===== config.mk =====
export PLATFORM = sky130hd
export DESIGN_NAME = ising_hamiltonian_element
export DESIGN_NICKNAME = d
export VERILOG_FILES = /design/src/rtl/ihe_pkg.sv /design/src/rtl/ihe_front.sv /design/src/rtl/ihe_back.sv /design/src/rtl/ising_hamiltonian_element.sv
export SDC_FILE = /design/constraint.sdc
export NUM_CORES = 1
export LEC_CHECK = 0
export ABC_CLOCK_PERIOD_IN_PS = 20500
export BUFFER_PORTS_ARGS = -buffer_cell sky130_fd_sc_hd__buf_2
export CAP_MARGIN = 20
export CORE_MARGIN = 3
export CORE_UTILIZATION = 64
export CTS_BUF_LIST = sky130_fd_sc_hd__clkbuf_8
export CTS_CLUSTER_DIAMETER = 200
export DETAILED_ROUTE_END_ITERATION = 16
export GPL_ROUTABILITY_DRIVEN = 0
export GPL_TIMING_DRIVEN = 0
export PLACE_DENSITY_LB_ADDON = 0.12
export SYNTH_ARGS = -nofsm -noshare
export SYNTH_HDL_FRONTEND = slang
export SYNTH_SLANG_ARGS = --single-unit

===== constraint.sdc =====
create_clock -name i_clk -period 20.5 [get_ports i_clk]
set_input_delay 1.025 -clock i_clk [delete_from_list [all_inputs] [get_ports i_clk]]
set_output_delay 1.025 -clock i_clk [all_outputs]
set_load 0.02 [all_outputs]

===== src/rtl/ihe_pkg.sv =====
`timescale 1ns / 1ps
// Shared types and constants for the Ising Hamiltonian element block.
// No dependencies; used by every module under rtl/.
package ihe_pkg;

    localparam int IDX_W          = 16;  // row/column index width
    localparam int SIDE_W         = 3;   // lattice side register width
    localparam int COEF_W         = 16;  // Q8.8 coefficient width
    localparam int VAL_W          = 22;  // Q14.8 element width
    localparam int SUM_W          = 6;   // signed bond/spin sum width
    localparam int MAX_SIDE_LIMIT = 4;
    localparam int MAX_SIDE_DEF   = 4;

    // Kind of matrix element, settled in the first stage.
    typedef enum logic [1:0] {
        CLS_ZERO  = 2'd0,
        CLS_DIAG  = 2'd1,
        CLS_FLIP  = 2'd2,
        CLS_RANGE = 2'd3
    } t_class;

    // Payload handed from the decode stage to the scaling stage.
    typedef struct packed {
        t_class                   cls;
        logic signed [SUM_W-1:0]  bond_sum;
        logic signed [SUM_W-1:0]  spin_sum;
    } t_s1;

endpackage


===== src/rtl/ihe_front.sv =====
`timescale 1ns / 1ps
// Decode stage: index range check, element class, bond and spin sums.
// Depends on ihe_pkg.
module ihe_front (
    input  logic                           i_clk,
    input  logic                           i_rst_n,
    input  logic [ihe_pkg::SIDE_W-1:0]     i_side,
    input  logic                           i_valid,
    output logic                           o_ready,
    input  logic [ihe_pkg::IDX_W-1:0]      i_row_index,
    input  logic [ihe_pkg::IDX_W-1:0]      i_col_index,
    output logic                           o_s1_valid,
    input  logic                           i_s1_ready,
    output ihe_pkg::t_s1                   o_s1
);

    localparam int IW = ihe_pkg::IDX_W;

    // popcount of 16 bits as four nibble counts and a short sum
    function automatic logic [4:0] pop16(input logic [IW-1:0] v);
        logic [2:0] nib [4];
        logic [4:0] tot;
        tot = '0;
        for (int i = 0; i < 4; i++) begin
            nib[i] = 3'(v[4*i]) + 3'(v[4*i+1]) + 3'(v[4*i+2]) + 3'(v[4*i+3]);
        end
        tot = 5'(nib[0]) + 5'(nib[1]) + 5'(nib[2]) + 5'(nib[3]);
        return tot;
    endfunction

    logic                          r_valid;
    ihe_pkg::t_s1                  r_s1;
    ihe_pkg::t_s1                  n_s1;

    logic [4:0]                    n_spins;
    logic [4:0]                    n_bonds;
    logic [IW-1:0]                 low_mask;
    logic [IW-1:0]                 h_mask;
    logic [IW-1:0]                 v_mask;
    logic [IW-1:0]                 pos;
    logic [IW-1:0]                 h_mis;
    logic [IW-1:0]                 v_mis;
    logic [4:0]                    mism;
    logic [4:0]                    ones;
    logic [IW-1:0]                 diff;
    logic                          out_of_range;

    // Lattice geometry per side; position p holds index bit n-1-p.
    always_comb begin
        unique case (i_side)
            3'd2: begin
                n_spins = 5'd4;   n_bonds = 5'd4;
                low_mask = 16'h000F; h_mask = 16'h0005; v_mask = 16'h0003;
            end
            3'd3: begin
                n_spins = 5'd9;   n_bonds = 5'd12;
                low_mask = 16'h01FF; h_mask = 16'h00DB; v_mask = 16'h003F;
            end
            3'd4: begin
                n_spins = 5'd16;  n_bonds = 5'd24;
                low_mask = 16'hFFFF; h_mask = 16'h7777; v_mask = 16'h0FFF;
            end
            default: begin
                n_spins = 5'd1;   n_bonds = 5'd0;
                low_mask = 16'h0001; h_mask = 16'h0000; v_mask = 16'h0000;
            end
        endcase
    end

    always_comb begin
        for (int p = 0; p < IW; p++) begin
            pos[p] = (5'(p) < n_spins) ? i_row_index[4'(n_spins - 5'(p) - 5'd1)] : 1'b0;
        end
        h_mis = h_mask & (pos ^ (pos >> 1));
        v_mis = v_mask & (pos ^ (pos >> i_side));
        mism  = pop16(h_mis) + pop16(v_mis);
        ones  = pop16(pos);

        diff         = i_row_index ^ i_col_index;
        out_of_range = (|(i_row_index & ~low_mask)) || (|(i_col_index & ~low_mask));

        priority if (out_of_range) begin
            n_s1.cls = ihe_pkg::CLS_RANGE;
        end else if (diff == '0) begin
            n_s1.cls = ihe_pkg::CLS_DIAG;
        end else if ((diff & (diff - 16'd1)) == '0) begin
            n_s1.cls = ihe_pkg::CLS_FLIP;
        end else begin
            n_s1.cls = ihe_pkg::CLS_ZERO;
        end
        // matched bonds count +1, mismatched -1; spin 0 counts +1, spin 1 -1
        n_s1.bond_sum = $signed(6'(n_bonds) - {mism, 1'b0});
        n_s1.spin_sum = $signed(6'(n_spins) - {ones, 1'b0});
    end

    assign o_ready    = !r_valid || i_s1_ready;
    assign o_s1_valid = r_valid;
    assign o_s1       = r_s1;

    always_ff @(posedge i_clk) begin
        if (!i_rst_n) begin
            r_valid <= 1'b0;
        end else if (o_ready) begin
            r_valid <= i_valid;
        end
        if (i_valid && o_ready) begin
            r_s1 <= n_s1;
        end
    end

endmodule


===== src/rtl/ihe_back.sv =====
`timescale 1ns / 1ps
// Scaling stage: applies J, Bz and Bx to the decoded sums into the result register.
// Depends on ihe_pkg.
module ihe_back (
    input  logic                                  i_clk,
    input  logic                                  i_rst_n,
    input  logic                                  i_s1_valid,
    output logic                                  o_s1_ready,
    input  ihe_pkg::t_s1                          i_s1,
    input  logic signed [ihe_pkg::COEF_W-1:0]     i_coupling,
    input  logic signed [ihe_pkg::COEF_W-1:0]     i_field_x,
    input  logic signed [ihe_pkg::COEF_W-1:0]     i_field_z,
    output logic                                  o_valid,
    input  logic                                  i_ready,
    output logic signed [ihe_pkg::VAL_W-1:0]      o_element_value,
    output logic                                  o_index_out_of_range
);

    localparam int VW = ihe_pkg::VAL_W;

    logic                   r_valid;
    logic signed [VW-1:0]   r_value;
    logic                   r_flag;
    logic signed [VW-1:0]   prod_j;
    logic signed [VW-1:0]   prod_z;
    logic signed [VW-1:0]   n_value;
    logic                   n_flag;

    // both products fit in 22 bits exactly, so truncation loses nothing
    assign prod_j = VW'(i_coupling) * VW'(i_s1.bond_sum);
    assign prod_z = VW'(i_field_z) * VW'(i_s1.spin_sum);

    always_comb begin
        n_flag = 1'b0;
        unique case (i_s1.cls)
            ihe_pkg::CLS_DIAG:  n_value = prod_j - prod_z;
            ihe_pkg::CLS_FLIP:  n_value = -VW'(i_field_x);
            ihe_pkg::CLS_RANGE: begin
                n_value = '0;
                n_flag  = 1'b1;
            end
            default:            n_value = '0;
        endcase
    end

    assign o_s1_ready           = !r_valid || i_ready;
    assign o_valid              = r_valid;
    assign o_element_value      = r_value;
    assign o_index_out_of_range = r_flag;

    always_ff @(posedge i_clk) begin
        if (!i_rst_n) begin
            r_valid <= 1'b0;
        end else if (o_s1_ready) begin
            r_valid <= i_s1_valid;
        end
        if (i_s1_valid && o_s1_ready) begin
            r_value <= n_value;
            r_flag  <= n_flag;
        end
    end

endmodule


===== src/rtl/ising_hamiltonian_element.sv =====
`timescale 1ns / 1ps
// An accepted item passes through the decode register and then the result register (decode, then scale).
// Throughput: one item per cycle while i_ready is high; under back-pressure each full pipeline register holds its item.
// The 16x6 multipliers in the scaling stage are combinational; nothing iterates.
// Reset (synchronous, i_rst_n low): pipeline emptied, side 2, J = 1.0, Bx = Bz = 0.
// Depends on ihe_pkg, ihe_front and ihe_back.
module ising_hamiltonian_element #(
    parameter int MAX_SIDE = ihe_pkg::MAX_SIDE_DEF
) (
    input  logic                                  i_clk,
    input  logic                                  i_rst_n,
    // configuration port
    input  logic                                  psel,
    input  logic                                  penable,
    input  logic                                  pwrite,
    input  logic [3:0]                            paddr,
    input  logic [31:0]                           pwdata,
    output logic [31:0]                           prdata,
    output logic                                  pready,
    // element requests
    input  logic                                  i_valid,
    output logic                                  o_ready,
    input  logic [ihe_pkg::IDX_W-1:0]             i_row_index,
    input  logic [ihe_pkg::IDX_W-1:0]             i_col_index,
    // element results
    output logic                                  o_valid,
    input  logic                                  i_ready,
    output logic signed [ihe_pkg::VAL_W-1:0]      o_element_value,
    output logic                                  o_index_out_of_range
);

    // register map, word addressed through paddr[3:2]
    localparam logic [1:0] REG_SIDE     = 2'd0;
    localparam logic [1:0] REG_COUPLING = 2'd1;
    localparam logic [1:0] REG_FIELD_X  = 2'd2;
    localparam logic [1:0] REG_FIELD_Z  = 2'd3;

    localparam int SW = ihe_pkg::SIDE_W;
    localparam int CW = ihe_pkg::COEF_W;

    logic [SW-1:0]          r_lattice_side;
    logic signed [CW-1:0]   r_coupling;
    logic signed [CW-1:0]   r_field_x;
    logic signed [CW-1:0]   r_field_z;
    logic                   cfg_wr;
    logic [SW-1:0]          side_eff;
    logic                   s1_valid;
    logic                   s1_ready;
    ihe_pkg::t_s1           s1;

    // ---------------------------------------------------------------------
    // Configuration registers. A write lands in the access phase; pready
    // is tied high so every transfer completes without wait states.
    // ---------------------------------------------------------------------
    assign pready = 1'b1;
    assign cfg_wr = psel && penable && pwrite && pready;

    always_ff @(posedge i_clk) begin
        if (!i_rst_n) begin
            r_lattice_side <= 3'd2;
            r_coupling     <= 16'sd256;
            r_field_x      <= '0;
            r_field_z      <= '0;
        end else if (cfg_wr) begin
            unique case (paddr[3:2])
                REG_SIDE:     r_lattice_side <= pwdata[SW-1:0];
                REG_COUPLING: r_coupling     <= pwdata[CW-1:0];
                REG_FIELD_X:  r_field_x      <= pwdata[CW-1:0];
                REG_FIELD_Z:  r_field_z      <= pwdata[CW-1:0];
                default:      ;
            endcase
        end
    end

    // read back the raw register bits, zero-extended
    always_comb begin
        unique case (paddr[3:2])
            REG_SIDE:     prdata = 32'(r_lattice_side);
            REG_COUPLING: prdata = 32'(unsigned'(r_coupling));
            REG_FIELD_X:  prdata = 32'(unsigned'(r_field_x));
            REG_FIELD_Z:  prdata = 32'(unsigned'(r_field_z));
            default:      prdata = '0;
        endcase
    end

    // Clamp the side: zero behaves as one, anything above MAX_SIDE as MAX_SIDE.
    always_comb begin
        priority if (r_lattice_side == '0) begin
            side_eff = SW'(1);
        end else if (r_lattice_side > SW'(MAX_SIDE)) begin
            side_eff = SW'(MAX_SIDE);
        end else begin
            side_eff = r_lattice_side;
        end
    end

    // ---------------------------------------------------------------------
    // Stage 1: decode the index pair into an element class and the
    // bond/spin sums of the row's basis state.
    // ---------------------------------------------------------------------
    ihe_front u_front (
        .i_clk       (i_clk),
        .i_rst_n     (i_rst_n),
        .i_side      (side_eff),
        .i_valid     (i_valid),
        .o_ready     (o_ready),
        .i_row_index (i_row_index),
        .i_col_index (i_col_index),
        .o_s1_valid  (s1_valid),
        .i_s1_ready  (s1_ready),
        .o_s1        (s1)
    );

    // ---------------------------------------------------------------------
    // Stage 2: scale by J, Bz or Bx and hold the item in the result
    // register until the consumer takes it.
    // ---------------------------------------------------------------------
    ihe_back u_back (
        .i_clk                (i_clk),
        .i_rst_n              (i_rst_n),
        .i_s1_valid           (s1_valid),
        .o_s1_ready           (s1_ready),
        .i_s1                 (s1),
        .i_coupling           (r_coupling),
        .i_field_x            (r_field_x),
        .i_field_z            (r_field_z),
        .o_valid              (o_valid),
        .i_ready              (i_ready),
        .o_element_value      (o_element_value),
        .o_index_out_of_range (o_index_out_of_range)
    );

    // ---------------------------------------------------------------------
    // Checks
    // ---------------------------------------------------------------------
    // an out-of-range result always carries a zero element
    a_range_zero: assert property (@(posedge i_clk) disable iff (!i_rst_n)
        o_valid && o_index_out_of_range |-> o_element_value == '0)
        else $error("out-of-range item with non-zero element");

    // reset empties the result register
    a_reset_empty: assert property (@(posedge i_clk)
        !i_rst_n |=> !o_valid)
        else $error("result valid after reset");

    // a side write takes effect on the next edge
    a_side_write: assert property (@(posedge i_clk) disable iff (!i_rst_n)
        cfg_wr && paddr[3:2] == REG_SIDE |=> r_lattice_side == $past(pwdata[SW-1:0]))
        else $error("lattice side write lost");

    // the effective side never leaves 1..MAX_SIDE
    a_side_clamp: assert property (@(posedge i_clk) disable iff (!i_rst_n)
        side_eff != '0 && side_eff <= SW'(MAX_SIDE))
        else $error("effective side out of range");

endmodule

==> results.json <==
{
  "hold_path_class": "flop to flop",
  "drive_gt1_share_pct": 9.853,
  "startpoint_type": "flop",
  "status": "completed",
  "drcViolationCount": 0,
  "antenna_found_initial": 1,
  "ys.flop_type": "dfxtp_1",
  "clock_path_buffers": 2,
  "drt_iter0_markers": 915,
  "cts_made_buffers": 9,
  "pre_cts_ws_ns": 12.54,
  "fin_skew_ns": 0.01498,
  "rows": 51,
  "yosysSeqAreaShare_pct": 16.22,
  "end_kind": "flop",
  "ios": 133,
  "max_freq_ghz": 0.1253,
  "grt-ovfl-total": 0,
  "coreArea_sq_um": 19850,
  "area_delta_synth_final_pct": 7.843,
  "cpPeakStageDelay_ns": 0.55,
  "drt_pre_antenna_iters": 5,
  "synth_top_area_cell": "fa_1",
  "setup_viol": 0,
  "yosysMostFrequentCell": "inv_1",
  "grt_pass1_wl_mm": 53.79,
  "cts_num_sinks": 89,
  "syn_avg_cell_area_sq_um": 9.155,
  "netlist-cell-type-count": 64,
  "finalCriticalPeriod_ns": 7.982,
  "ys_top_cells_by_area": "fa_1, ha_1, edfxtp_1, dfxtp_1, inv_1",
  "antenna_left": 0,
  "yosys-top-cells-count": "inv_1, nand2_1, fa_1",
  "dieArea_sq_um": 22400,
  "place.port_buffers": 88,
  "hpwl_mm": 27.72,
  "rsz0062_at_grt": "false",
  "critPathMaxFanout": 10,
  "fin_tns_setup_ns": 0,
  "ctsHoldBuffers": 0,
  "grtUsageTotal_pct": 30.93,
  "crit_type": "flop to flop",
  "slew_violations": 0,
  "drv_cap": 0,
  "crit_arrival_ns": 8.11,
  "routed_wl_mm": 33.47,
  "async_reset_ff_share_pct": 0,
  "cts_max_level": 3,
  "die_h_um": 149.7,
  "clkTransAtPathRegs_ns": 0.09,
  "relSlewSlack_pct": 49.56,
  "grt_pass1_vias": 10660,
  "setup_ws_ns": 12.52,
  "critPathRequiredTime_ns": 20.63,
  "syn_inst": 1443,
  "clkLatencyLatePin_ns": 0.38,
  "synthesis.area_sq_um": 13210,
  "dieWidth_um": 149.7,
  "initial_utilization_pct": 66.57,
  "hold_viol": 0,
  "yosysWarnings": 0,
  "grt_max_degree": 21,
  "drt-vias-per-instance": 5.733,
  "synth_edf_count": 36,
  "finalNetCount": 1947,
  "worst_pin_slew_ns": 0.7509,
  "root_buffer": "clkbuf_8",
  "crit_slowest_cell": "fa_1",
  "vias": 10490,
  "postSynthRegisterBits": 89,
  "synth_top_area_share_pct": 26.82,
  "post_cts_buffers": 0,
  "fin_crit_sh_pct": 38.94,
  "wl_per_cell_um": 18.30,
  "cts_tree": "done",
  "cts_resized": 0
}
==> metrics by stage <==
stage	util [%]	cells	instance area, sq um	hold WS [ns]
after floorplan	-	1458	13270	0.4668
after global placement	70.74	1811	14040	0.4960
after detailed placement	70.83	1812	14060	0.5162
after CTS	71.77	1828	14240	0.5374
after global routing	71.79	1829	14250	0.5617
final	71.79	1829	14250	0.5289
==> flip-flops by register name (all words and copies together) (netlist names), 3 cells and up <==
signal / flops
r_coupling: 16
r_field_x: 16
r_field_z: 16
r_lattice_side: 3
u_back.o_element_value: 22
u_front.o_s1: 13
==> logic make-up after synthesis <==
family / count (synthesis) / synth area share (%)
AOI/OAI and AO/OA: 193 / 10.15
DFF: 89 / 16.22
buffers and inverters: 281 / 8.543
and+or+nand+nor: 443 / 16.43
other: 2 / 0.05685
muxes: 27 / 2.557
xor gates and xnor gates: 93 / 6.166
adders and majority gates: 315 / 39.87
==> placed cells by master (no fill, tap or decap), drive strengths merged, types with 36 or more instances in the layout <==
master / synthesis / routed
dfxtp: 53 / 53
nand2: 201 / 201
inv: 208 / 210
buf: 23 / 112
nor2: 41 / 41
clkbuf: 50 / 61
fa: 177 / 177
ha: 137 / 137
edfxtp: 36 / 36
a21boi: 49 / 49
and2: 89 / 89
xnor2: 59 / 59
==> critical path, delay by kind of cell, from the launching register on <==
| kind | cells | cell delay, ns |
|---|---|---|
| fa+ha+maj | 12 | 4.79 |
| mux | 1 | 0.52 |
| compound gates | 3 | 0.45 |
| simple gates | 3 | 0.42 |
| flops | 1 | 0.31 |
| buf+inv | 6 | 1.02 |
| xor+xnor | 2 | 0.24 |
==> path summary, 6_finish.rpt <==
kind,from,slack [ns],to,cells past startpoint
max reg2reg,r_lattice_side[0],12.52,u_front.o_s1[11],27
max,r_lattice_side[0],12.52,u_front.o_s1[11],27
min,u_front.o_s1_valid,0.53,u_back.o_valid,1
min reg2reg,u_front.o_s1_valid,0.53,u_back.o_valid,1
==> routing by layer <==
metal,GRT usage (%),share of wire (%),wire length [um],up-vias
met2,50.70,47,15740,393
met1,43.19,42,14020,5202
met5,0,0,0,-
met4,9.058,3.0,1020,0
met3,4.422,8.0,2685,72
li1,-,-,-,4818
==> final cells by class <==
| type | count | area (sq um) |
|---|---|---|
| Tap cell | 265 | 331.6 |
| Timing Repair Buffer | 89 | 455.4 |
| Buffer | 73 | 347.8 |
| Sequential cell | 89 | 2142 |
| Fill cell | 1571 | 5599 |
| Multi-Input combinational cell | 1088 | 9998 |
| Clock inverter | 5 | 36.28 |
| Inverter | 208 | 780.7 |
| Clock buffer | 11 | 151.4 |
| Antenna cell | 1 | 2.502 |
Power is not shown: default switching activity piles up to over one toggle a cycle in this logic, so the estimate is an artifact.
